$ cat config.mk
export PLATFORM = sky130hd
export DESIGN_NAME = flight_phase_sequencer_core
export DESIGN_NICKNAME = d
export VERILOG_FILES = /design/src/rtl/fps_pkg.sv /design/src/rtl/flight_phase_sequencer_core.sv
export SDC_FILE = /design/constraint.sdc
export NUM_CORES = 1
export LEC_CHECK = 0
export BUFFER_PORTS_ARGS = -buffer_cell sky130_fd_sc_hd__buf_2
export CAP_MARGIN = 20
export CELL_PAD_IN_SITES_DETAIL_PLACEMENT = 0
export CELL_PAD_IN_SITES_GLOBAL_PLACEMENT = 1
export CORE_AREA = 8 8 185 187
export CTS_CLUSTER_SIZE = 20
export DETAILED_ROUTE_END_ITERATION = 16
export DIE_AREA = 0 0 193 195
export GPL_TIMING_DRIVEN = 0
export MAX_ROUTING_LAYER = met4
export PLACE_DENSITY_LB_ADDON = 0.1
export SLEW_MARGIN = 20
export SYNTH_ARGS = -nofsm -noshare
export SYNTH_HDL_FRONTEND = slang
export SYNTH_SLANG_ARGS = --single-unit
$ cat constraint.sdc
create_clock -name clk -period 15.47 [get_ports clk]
set_input_delay 0.7735 -clock clk [delete_from_list [all_inputs] [get_ports clk]]
set_output_delay 0.7735 -clock clk [all_outputs]
set_load 0.02 [all_outputs]
$ cat src/rtl/fps_pkg.sv
// ----------------------------------------------------------------------------
// fps_pkg
// shared codes, widths and result layout for the flight phase sequencer
// ----------------------------------------------------------------------------
package fps_pkg;

    localparam int TIME_W  = 32;
    localparam int OP_W    = 4;
    localparam int PHASE_W = 3;
    localparam int IN_W    = 40;
    localparam int OUT_W   = 8;
    localparam int CFG_IDX_W = 3;
    localparam int CFG_W   = 32;

    localparam logic [PHASE_W-1:0] PH_IDLE   = 3'd0;
    localparam logic [PHASE_W-1:0] PH_ARMED  = 3'd1;
    localparam logic [PHASE_W-1:0] PH_BOOST  = 3'd2;
    localparam logic [PHASE_W-1:0] PH_COAST  = 3'd3;
    localparam logic [PHASE_W-1:0] PH_DROGUE = 3'd4;
    localparam logic [PHASE_W-1:0] PH_MAIN   = 3'd5;
    localparam logic [PHASE_W-1:0] PH_LANDED = 3'd6;
    localparam logic [PHASE_W-1:0] PH_ABORT  = 3'd7;

    localparam logic [OP_W-1:0] OP_TICK    = 4'd0;
    localparam logic [OP_W-1:0] OP_ARM     = 4'd1;
    localparam logic [OP_W-1:0] OP_DISARM  = 4'd2;
    localparam logic [OP_W-1:0] OP_LAUNCH  = 4'd3;
    localparam logic [OP_W-1:0] OP_BURNOUT = 4'd4;
    localparam logic [OP_W-1:0] OP_APOGEE  = 4'd5;
    localparam logic [OP_W-1:0] OP_MAIN    = 4'd6;
    localparam logic [OP_W-1:0] OP_LANDING = 4'd7;
    localparam logic [OP_W-1:0] OP_ABORT   = 4'd8;
    localparam logic [OP_W-1:0] OP_RESET   = 4'd9;

    localparam logic [CFG_IDX_W-1:0] REG_ARMED_TIMEOUT      = 3'd0;
    localparam logic [CFG_IDX_W-1:0] REG_COAST_TIMEOUT      = 3'd1;
    localparam logic [CFG_IDX_W-1:0] REG_ABORT_TIMEOUT      = 3'd2;
    localparam logic [CFG_IDX_W-1:0] REG_PYRO_PRESENT       = 3'd3;
    localparam logic [CFG_IDX_W-1:0] REG_ABORT_DROGUE_BOOST = 3'd4;
    localparam logic [CFG_IDX_W-1:0] REG_ABORT_DROGUE_COAST = 3'd5;

    typedef struct packed {
        logic               reset_subsystems;
        logic               beacon_start;
        logic               fire_main;
        logic               fire_drogue;
        logic               phase_changed;
        logic [PHASE_W-1:0] phase;
    } result_t;

endpackage

$ cat src/rtl/flight_phase_sequencer_core.sv
// ----------------------------------------------------------------------------
// flight_phase_sequencer_core
// flight phase state machine with timeouts, pyro pulses and beacon one-shot
// ----------------------------------------------------------------------------
// timing: a request is first held in the input register, then its result
// is held in the result register
// throughput: one request per cycle while the output is not stalled
// reset: asynchronous, clears the phase to idle, all times, flags and config
// ----------------------------------------------------------------------------
module flight_phase_sequencer_core (
    input  logic                          clk,
    input  logic                          rst_n,
    input  logic                          s_tvalid,
    output logic                          s_tready,
    input  logic [fps_pkg::IN_W-1:0]      s_tdata,   // operation, now_time
    output logic                          m_tvalid,
    input  logic                          m_tready,
    output logic [fps_pkg::OUT_W-1:0]     m_tdata,   // phase, phase_changed,
                                                     // fire_drogue, fire_main,
                                                     // beacon_start,
                                                     // reset_subsystems
    input  logic                          cfg_write_en,
    input  logic [fps_pkg::CFG_IDX_W-1:0] cfg_index,
    input  logic [fps_pkg::CFG_W-1:0]     cfg_data
);
    import fps_pkg::*;

    logic               in_valid_reg;
    logic [OP_W-1:0]    op_reg;
    logic [TIME_W-1:0]  time_reg;
    logic               out_valid_reg;
    result_t            result_reg;
    result_t            result_next;

    logic [PHASE_W-1:0] phase_reg;
    logic [PHASE_W-1:0] phase_next;
    logic [TIME_W-1:0]  entry_reg;
    logic [TIME_W-1:0]  entry_next;
    logic [TIME_W-1:0]  last_reg;
    logic [TIME_W-1:0]  last_next;
    logic               launched_reg;
    logic               launched_next;
    logic               beacon_done_reg;
    logic               beacon_done_next;

    logic [TIME_W-1:0]  armed_timeout_reg;
    logic [TIME_W-1:0]  coast_timeout_reg;
    logic [TIME_W-1:0]  abort_timeout_reg;
    logic               pyro_present_reg;
    logic               abort_drogue_boost_reg;
    logic               abort_drogue_coast_reg;

    logic               advance;
    logic               process;
    logic [TIME_W-1:0]  elapsed;
    logic               is_tick;
    logic               go;
    logic [PHASE_W-1:0] target;
    logic               drogue;
    logic               main_fire;
    logic               beacon;

    assign advance  = !out_valid_reg || m_tready;
    assign process  = in_valid_reg && advance;
    assign s_tready = !in_valid_reg || advance;
    assign m_tvalid = out_valid_reg;
    assign m_tdata  = result_reg;

    // configuration
    always_ff @(posedge clk or negedge rst_n)
    begin
        if (!rst_n)
        begin
            armed_timeout_reg      <= '0;
            coast_timeout_reg      <= '0;
            abort_timeout_reg      <= '0;
            pyro_present_reg       <= 1'b0;
            abort_drogue_boost_reg <= 1'b0;
            abort_drogue_coast_reg <= 1'b0;
        end
        else if (cfg_write_en)
        begin
            case (cfg_index)
                REG_ARMED_TIMEOUT:      armed_timeout_reg      <= cfg_data;
                REG_COAST_TIMEOUT:      coast_timeout_reg      <= cfg_data;
                REG_ABORT_TIMEOUT:      abort_timeout_reg      <= cfg_data;
                REG_PYRO_PRESENT:       pyro_present_reg       <= cfg_data[0];
                REG_ABORT_DROGUE_BOOST: abort_drogue_boost_reg <= cfg_data[0];
                REG_ABORT_DROGUE_COAST: abort_drogue_coast_reg <= cfg_data[0];
                default:                ;
            endcase
        end
    end

    // input register
    always_ff @(posedge clk or negedge rst_n)
    begin
        if (!rst_n)
        begin
            in_valid_reg <= 1'b0;
        end
        else if (s_tready)
        begin
            in_valid_reg <= s_tvalid;
        end
    end

    always_ff @(posedge clk)
    begin
        if (s_tvalid && s_tready)
        begin
            op_reg   <= s_tdata[OP_W-1:0];
            time_reg <= s_tdata[OP_W+TIME_W-1:OP_W];
        end
    end

    // phase update
    always_comb
    begin
        is_tick   = (op_reg == OP_TICK);
        last_next = is_tick ? time_reg : last_reg;
        elapsed   = last_next - entry_reg;
        go        = 1'b0;
        target    = phase_reg;
        drogue    = 1'b0;
        main_fire = 1'b0;
        beacon    = 1'b0;
        beacon_done_next = beacon_done_reg;
        launched_next    = launched_reg;

        case (phase_reg)
            PH_IDLE:
            begin
                if (op_reg == OP_ARM)
                begin
                    go = 1'b1;
                    target = PH_ARMED;
                end
            end
            PH_ARMED:
            begin
                if (op_reg == OP_LAUNCH)
                begin
                    go = 1'b1;
                    target = PH_BOOST;
                end
                else if (op_reg == OP_DISARM)
                begin
                    go = 1'b1;
                    target = PH_IDLE;
                end
                else if (op_reg == OP_ABORT)
                begin
                    go = 1'b1;
                    target = PH_ABORT;
                end
                else if (is_tick && (elapsed >= armed_timeout_reg))
                begin
                    go = 1'b1;
                    target = PH_IDLE;
                end
            end
            PH_BOOST:
            begin
                if (op_reg == OP_BURNOUT)
                begin
                    go = 1'b1;
                    target = PH_COAST;
                end
                else if (op_reg == OP_ABORT)
                begin
                    go = 1'b1;
                    target = PH_ABORT;
                end
            end
            PH_COAST:
            begin
                if (op_reg == OP_ABORT)
                begin
                    go = 1'b1;
                    target = PH_ABORT;
                end
                else if ((op_reg == OP_APOGEE) ||
                         (is_tick && (elapsed >= coast_timeout_reg)))
                begin
                    go = 1'b1;
                    target = PH_DROGUE;
                    drogue = pyro_present_reg;
                end
            end
            PH_DROGUE:
            begin
                if (op_reg == OP_MAIN)
                begin
                    go = 1'b1;
                    target = PH_MAIN;
                    main_fire = pyro_present_reg;
                end
                else if (op_reg == OP_LANDING)
                begin
                    go = 1'b1;
                    target = PH_LANDED;
                end
            end
            PH_MAIN:
            begin
                if (op_reg == OP_LANDING)
                begin
                    go = 1'b1;
                    target = PH_LANDED;
                end
            end
            PH_LANDED:
            begin
                if (op_reg == OP_RESET)
                begin
                    go = 1'b1;
                    target = PH_IDLE;
                end
            end
            PH_ABORT:
            begin
                if (op_reg == OP_RESET)
                begin
                    go = 1'b1;
                    target = PH_IDLE;
                end
                else if (is_tick && (elapsed >= abort_timeout_reg))
                begin
                    if (!launched_reg)
                    begin
                        go = 1'b1;
                        target = PH_IDLE;
                    end
                    else if (!beacon_done_reg)
                    begin
                        beacon_done_next = 1'b1;
                        beacon = 1'b1;
                    end
                end
            end
            default:
            begin
                go = 1'b0;
            end
        endcase

        phase_next = phase_reg;
        entry_next = entry_reg;
        result_next.reset_subsystems = 1'b0;
        if (go)
        begin
            phase_next = target;
            entry_next = last_next;
            if (target == PH_IDLE)
            begin
                launched_next    = 1'b0;
                beacon_done_next = 1'b0;
                result_next.reset_subsystems = 1'b1;
            end
            else if (target == PH_BOOST)
            begin
                launched_next = 1'b1;
            end
            else if (target == PH_ABORT)
            begin
                // abort drogue ignores pyro_present
                if ((phase_reg == PH_BOOST && abort_drogue_boost_reg) ||
                    (phase_reg == PH_COAST && abort_drogue_coast_reg))
                begin
                    drogue = 1'b1;
                end
            end
        end

        result_next.phase         = phase_next;
        result_next.phase_changed = go;
        result_next.fire_drogue   = drogue;
        result_next.fire_main     = main_fire;
        result_next.beacon_start  = beacon;
    end

    // state and result register
    always_ff @(posedge clk or negedge rst_n)
    begin
        if (!rst_n)
        begin
            phase_reg       <= PH_IDLE;
            entry_reg       <= '0;
            last_reg        <= '0;
            launched_reg    <= 1'b0;
            beacon_done_reg <= 1'b0;
            out_valid_reg   <= 1'b0;
        end
        else
        begin
            if (process)
            begin
                phase_reg       <= phase_next;
                entry_reg       <= entry_next;
                last_reg        <= last_next;
                launched_reg    <= launched_next;
                beacon_done_reg <= beacon_done_next;
            end
            if (advance)
            begin
                out_valid_reg <= in_valid_reg;
            end
        end
    end

    always_ff @(posedge clk)
    begin
        if (process)
        begin
            result_reg <= result_next;
        end
    end

    // checks
    a_rst_means_idle: assert property (@(posedge clk) disable iff (!rst_n)
        (out_valid_reg && result_reg.reset_subsystems) |->
            (result_reg.phase == PH_IDLE && result_reg.phase_changed))
        else $error("reset_subsystems without entry into idle");

    a_beacon_in_abort: assert property (@(posedge clk) disable iff (!rst_n)
        (out_valid_reg && result_reg.beacon_start) |->
            (result_reg.phase == PH_ABORT && !result_reg.phase_changed))
        else $error("beacon_start outside a held abort phase");

    a_main_on_entry: assert property (@(posedge clk) disable iff (!rst_n)
        (out_valid_reg && result_reg.fire_main) |->
            (result_reg.phase == PH_MAIN && result_reg.phase_changed))
        else $error("fire_main without entry into main descent");

    a_launched_in_flight: assert property (@(posedge clk) disable iff (!rst_n)
        (phase_reg == PH_BOOST || phase_reg == PH_COAST) |-> launched_reg)
        else $error("boost or coast without launch marker");

    a_state_holds: assert property (@(posedge clk) disable iff (!rst_n)
        !process |=> $stable(phase_reg) && $stable(entry_reg) && $stable(last_reg))
        else $error("state moved with no request processed");

endmodule

==> results of run 1 <==
-- metal layers --
layer	track usage	routed length [um]
met2	0.2616	13680
met5	-	0
met1	0.2508	16270
met4	0.04104	654
met3	0.02530	1360
-- worst reg2reg max path: cells and delay by family, from the launching register on --
kind / cells / cell delay [ns]
XOR/XNOR: 1 / 0.21
adder cells (fa/ha/maj): 2 / 0.67
flip-flops: 1 / 0.35
buffers and inverters: 2 / 0.65
multiplexers: 1 / 0.38
AO/OA/AOI/OAI: 10 / 2.97
AND/OR/NAND/NOR: 9 / 2.39
-- stage by stage --
step / cell area [um^2] / util
3_5_place_dp: 13330 / 0.4267
5_1_grt: 14220 / 0.4553
3_3_place_gp: 13250 / 0.4242
4_1_cts: 14220 / 0.4553
2_1_floorplan: 12320 / -
6_report: 14220 / 0.4553
-- final cells by class --
class / count / area share
multi-input combinational: 990 / 0.4228
timing repair buffer: 88 / 0.03484
clock inverter: 8 / 0.004751
tap: 402 / 0.03537
buffer: 52 / 0.01566
sequential: 214 / 0.3921
inverter: 138 / 0.03643
clock buffer: 40 / 0.05807
-- cell usage after synthesis (all sizes together) (4+ instances only) --
library cell and number:
dfrtp 170, nand3 16, nand2 366, mux2 9
o21a 10, o21bai 5, nand2b 11, and3 6
nor2 43, nor2b 9, xor2 10, ha 127
a211oi 7, inv 138, edfxtp 44, a31oi 4
xnor2 18, buf 10, clkbuf 42, a21o 17
o211ai 6, a21oi 85, o21ai 157, nor4bb 4
nor3 9, nand4 13
-- worst max-delay path by stage --
stage                             start                   end  slack (ns)  cells past startpoint
floorplan           op_reg[3]$_DFFE_PP_  m_tdata[0]$_DFFE_PP_        9.86                     23
global route        op_reg[3]$_DFFE_PP_  m_tdata[0]$_DFFE_PP_        7.08                     25
detailed placement  op_reg[3]$_DFFE_PP_  m_tdata[0]$_DFFE_PP_        7.47                     25
CTS                 op_reg[3]$_DFFE_PP_  m_tdata[0]$_DFFE_PP_        7.44                     25
global placement    op_reg[3]$_DFFE_PP_  m_tdata[0]$_DFFE_PP_        7.41                     25
finish              op_reg[3]$_DFFE_PP_  m_tdata[0]$_DFFE_PP_        7.60                     25
-- power breakdown --
part           switching (mW)  total (mW)  internal (mW)  leakage (nW)
clock network           0.244       0.627          0.383         0.445
registers              0.0464       0.761          0.715          2.57
logic                    1.42        2.33          0.909          3.68
total                    1.71        3.72           2.01          6.69
-- kinds of logic after synthesis --
kind of cell / share of synthesized area
AO/OA/AOI/OAI: 0.1566
XOR/XNOR: 0.01990
adder cells (fa/ha/maj): 0.1306
buffers and inverters: 0.06012
flip-flops: 0.4525
multiplexers: 0.01066
AND/OR/NAND/NOR: 0.1696
==> flow_summary.json, run 1 <==
{
  "status": "completed",
  "critPathLaunchType": "register",
  "dp.cells": 1884,
  "start_util": 0.3945,
  "yosys.area.top_type": "dfrtp_1",
  "timing.final.ws_setup_ns": 7.597,
  "port_buffers": 85,
  "grt_max_degree": 92,
  "synth_area_leaders": "dfrtp_1 35%, ha_1 13%, nand2_1 11%, edfxtp_1 11%, o21ai_0 5.8%",
  "synth_top_area_frac": 0.3453,
  "ir_worst_vdd_mv": 0.1026,
  "rr_startpoint": "op_reg[3]$_DFFE_PP_",
  "place_hpwl_um": 24620,
  "hold_buffers": 0,
  "cpMostUsedCell": "nand2_1",
  "skew_ns": 0.01369,
  "synth_cells": 1394,
  "wl_per_cell_um": 16.54,
  "crit_required_ns": 15.74,
  "final_common_cell": "nand2_1",
  "rsz0062_at_grt": "no",
  "crit_buf_inv": 2,
  "critPathMaxFanout": 10,
  "insertion_delay_ns": 0.53,
  "worstSetupPathType": "register to register",
  "synth_top_flop_cell": "dfrtp_1",
  "die-area_mm2": 0.03764,
  "synth_warnings": 0,
  "syn_area_per_cell_um2": 8.838,
  "synth-seq-area-share": 0.4525,
  "seq_area_mm2": 0.005575,
  "clk_pin_slew_worst_paths_ns": 0.06,
  "cts_buffers": 27,
  "synthesis.area_mm2": 0.01232,
  "multi_input_area_mm2": 0.006012,
  "drive_gt1_frac": 0.1059,
  "critPathTopFamily": "compound AO/OA/AOI/OAI gates",
  "r2r_end": "m_tdata[0]$_DFFE_PP_",
  "ys_ff_latch": 214,
  "cts_tree": "built",
  "postRouteAntennaNets": 0,
  "routed_wl_um": 31960,
  "min_path_type": "primary input to asynchronous set/reset pin",
  "grt_pass1_vias": 9727,
  "max_freq_mhz": 127.0,
  "worst_slew_pin_slew_ns": 1.046,
  "core_area_mm2": 0.03123,
  "fin_crit_ns": 7.873,
  "syn_nets": 1602,
  "max_stage_delay_ns": 0.94,
  "layout_common_cells": "365 x nand2_1, 170 x dfrtp_1, 143 x o21ai_0",
  "worst_setup_path_end_kind": "register",
  "pin_count": 90,
  "maxCapViolations": 0,
  "tns_ns": 0,
  "hold_slack_ns": 0.2453,
  "p_total_mw": 3.719,
  "place_ws_ns": 7.466,
  "synthArstFlopShare": 0.7944,
  "relSlewSlack": 0.2970,
  "antenna_found_initial": 0,
  "cp_slowest_cell": "nor4_2",
  "yosysUniqueCellTypes": 68,
  "gp_congestion": 0.8793,
  "cts_sinks": 214,
  "setup_violations": 0,
  "first_iter_violations": 569,
  "fp.dieW_um": 193,
  "cts_setup_buffers": 0,
  "nets": 1719,
  "cts.path.max_buffers": 3,
  "viasPerCell": 5.075,
  "num_antenna_cells": 0,
  "cts_resized": 0,
  "vias": 9805,
  "cp_data_arrival_time_ns": 8.14,
  "stdcell_count": 1932,
  "rows": 65,
  "leakage_nw": 6.690,
  "drc": 0,
  "drv_slew": 0,
  "synth_edf_count": 44,
  "grt_use_total": 0.1761,
  "r2r_setup_slack_ns": 7.60,
  "grt.overflow.total": 0,
  "fin_crit_sh": 0.5089,
  "fillCellCount": 3165,
  "r2r_cells": 25,
  "grt_pass1_wl_um": 52100,
  "die_h_um": 195,
  "area_growth_syn_to_layout_pct": 15.42,
  "htreeDepth": 1,
  "hold_violations": 0,
  "clockRootBuffer": "clkbuf_16",
  "powerDensity_mw_per_mm2": 261.5,
  "drtPass1Iterations": 5
}
Power figures use the tool's default switching activity.
==> run 2, diff against run 1 <==
- clock period: 15.47 -> 6.4 ns (I/O delays scaled with it)
==> flow_summary.json, run 2 (synthesis gave the netlist of run 1 again) <==
{
  "status": "completed",
  "core_area_mm2": 0.03123,
  "grt_max_degree": 92,
  "antenna_found_initial": 0,
  "cp_data_arrival_time_ns": 6.56,
  "multi_input_area_mm2": 0.006332,
  "cts_tree": "built",
  "fillCellCount": 3081,
  "setup_violations": 0,
  "maxCapViolations": 0,
  "r2r_setup_slack_ns": 0.26,
  "start_util": 0.3945,
  "area_growth_syn_to_layout_pct": 21.96,
  "cp_slowest_cell": "edfxtp_1",
  "rows": 65,
  "grt_use_total": 0.1803,
  "pin_count": 90,
  "met3_usage": 0.02602,
  "fp.dieW_um": 193,
  "crit_required_ns": 6.81,
  "max_stage_delay_ns": 0.53,
  "port_buffers": 85,
  "wl_per_cell_um": 16.54,
  "final_common_cell": "nand2_1",
  "rr_startpoint": "op_reg[3]$_DFFE_PP_",
  "cts_buffers": 27,
  "critPathLaunchType": "register",
  "skew_ns": 0.01497,
  "clk_pin_slew_worst_paths_ns": 0.06,
  "first_iter_violations": 548,
  "drive_gt1_frac": 0.1413,
  "fin_crit_sh": 0.9599,
  "worst_slew_pin_slew_ns": 0.9917,
  "crit_cells": 27,
  "nets": 1767,
  "critPathTopFamily": "compound AO/OA/AOI/OAI gates",
  "routed_wl_um": 32750,
  "hold_depth": 3,
  "drv_slew": 0,
  "gp_congestion": 0.8793,
  "grt_pass1_wl_um": 53410,
  "worstSetupPathType": "register to register",
  "vias": 10050,
  "fin_crit_ns": 6.144,
  "hold_violations": 0,
  "die-area_mm2": 0.03764,
  "grt.overflow.total": 0,
  "r2r_cells": 27,
  "critPathMaxFanout": 10,
  "grt_pass1_vias": 10000,
  "insertion_delay_ns": 0.53,
  "drtPass1Iterations": 5,
  "num_antenna_cells": 0,
  "seq_area_mm2": 0.005575,
  "min_path_type": "primary input to register",
  "cts.path.max_buffers": 3,
  "max_freq_mhz": 162.8,
  "htreeDepth": 1,
  "tns_ns": 0,
  "postRouteAntennaNets": 0,
  "cts_sinks": 214,
  "cpMostUsedCell": "nand2_1",
  "endpoint": "phase_reg[0]$_DFFE_PN0P_",
  "viasPerCell": 5.078,
  "grt_use_met1": 0.2519,
  "die_h_um": 195,
  "worst_setup_path_end_kind": "register",
  "global_route.peak_usage_layer": "met2",
  "clockRootBuffer": "clkbuf_16",
  "relSlewSlack": 0.3389,
  "place_hpwl_um": 24620,
  "crit_buf_inv": 6,
  "grt.met2_usage": 0.2749,
  "r2r_end": "phase_reg[0]$_DFFE_PN0P_",
  "drc": 0,
  "critPathLaunch": "op_reg[3]$_DFFE_PP_",
  "layout_common_cells": "365 x nand2_1, 170 x dfrtp_1, 142 x o21ai_0"
}
[run 2: tightest hold or removal path: stages]
cell and delay [ns]:
buf_2 0.10, nand2_1 0.04, o21ai_0 0.06
[run 2: routing by layer]
metal  vias up  routed length (um)
li1       5064                   -
met4         0                 554
met2       195               14450
met5         -                   0
met1      4756               16270
met3        39                1474
[run 2: what timing repair did]
item / in CTS / in global routing
hold buffers: 38 / 0
setup buffers: 7 / 6
resized for setup: 30 / 38
gates cloned: 0 / 0
hold endpoints to repair: 116 / 0
pin swaps: 7 / 10
setup endpoints to repair: 44 / 43
[run 2: final cells by class]
class	instances	area share
Multi-Input combinational cell	990	0.4214
Sequential cell	214	0.3711
Timing Repair Buffer	139	0.06503
Clock buffer	40	0.05496
Inverter	138	0.03447
Tap cell	402	0.03347
Buffer	49	0.01507
Clock inverter	8	0.004497
[run 2: stage by stage]
stage	std cells	setup WS, ns	hold slack [ns]	util	instance area, um^2
2_1_floorplan	1394	0.7861	0.02441	-	12320
3_3_place_gp	1881	-1.664	0.4565	0.4242	13250
3_5_place_dp	1884	-1.604	0.3719	0.4267	13330
4_1_cts	1977	0.01278	0.007785	0.4747	14820
5_1_grt	1980	-0.008873	0.01740	0.4811	15030
6_report	1980	0.2565	0.03391	0.4811	15030
[run 2: how the worst min path moves through the flow]
| stage | slack, ns | to | startpoint |
|---|---|---|---|
| after floorplan | 0.02 | abort_drogue_boost_reg$_DFFE_PN0P_ | rst_n |
| after global placement | 0.46 | last_reg[4]$_DFFE_PN0P_ | last_reg[4]$_DFFE_PN0P_ |
| after detailed placement | 0.37 | armed_timeout_reg[8]$_DFFE_PN0P_ | rst_n |
| after CTS | 0.008 | coast_timeout_reg[7]$_DFFE_PN0P_ | cfg_data[7] |
| after global routing | 0.02 | armed_timeout_reg[7]$_DFFE_PN0P_ | cfg_data[7] |
| final | 0.03 | armed_timeout_reg[7]$_DFFE_PN0P_ | cfg_data[7] |
Power of run 2 is left out: the tool's default activity adds up to more than one toggle a clock period on the data nets, which glitch-free logic cannot reach.
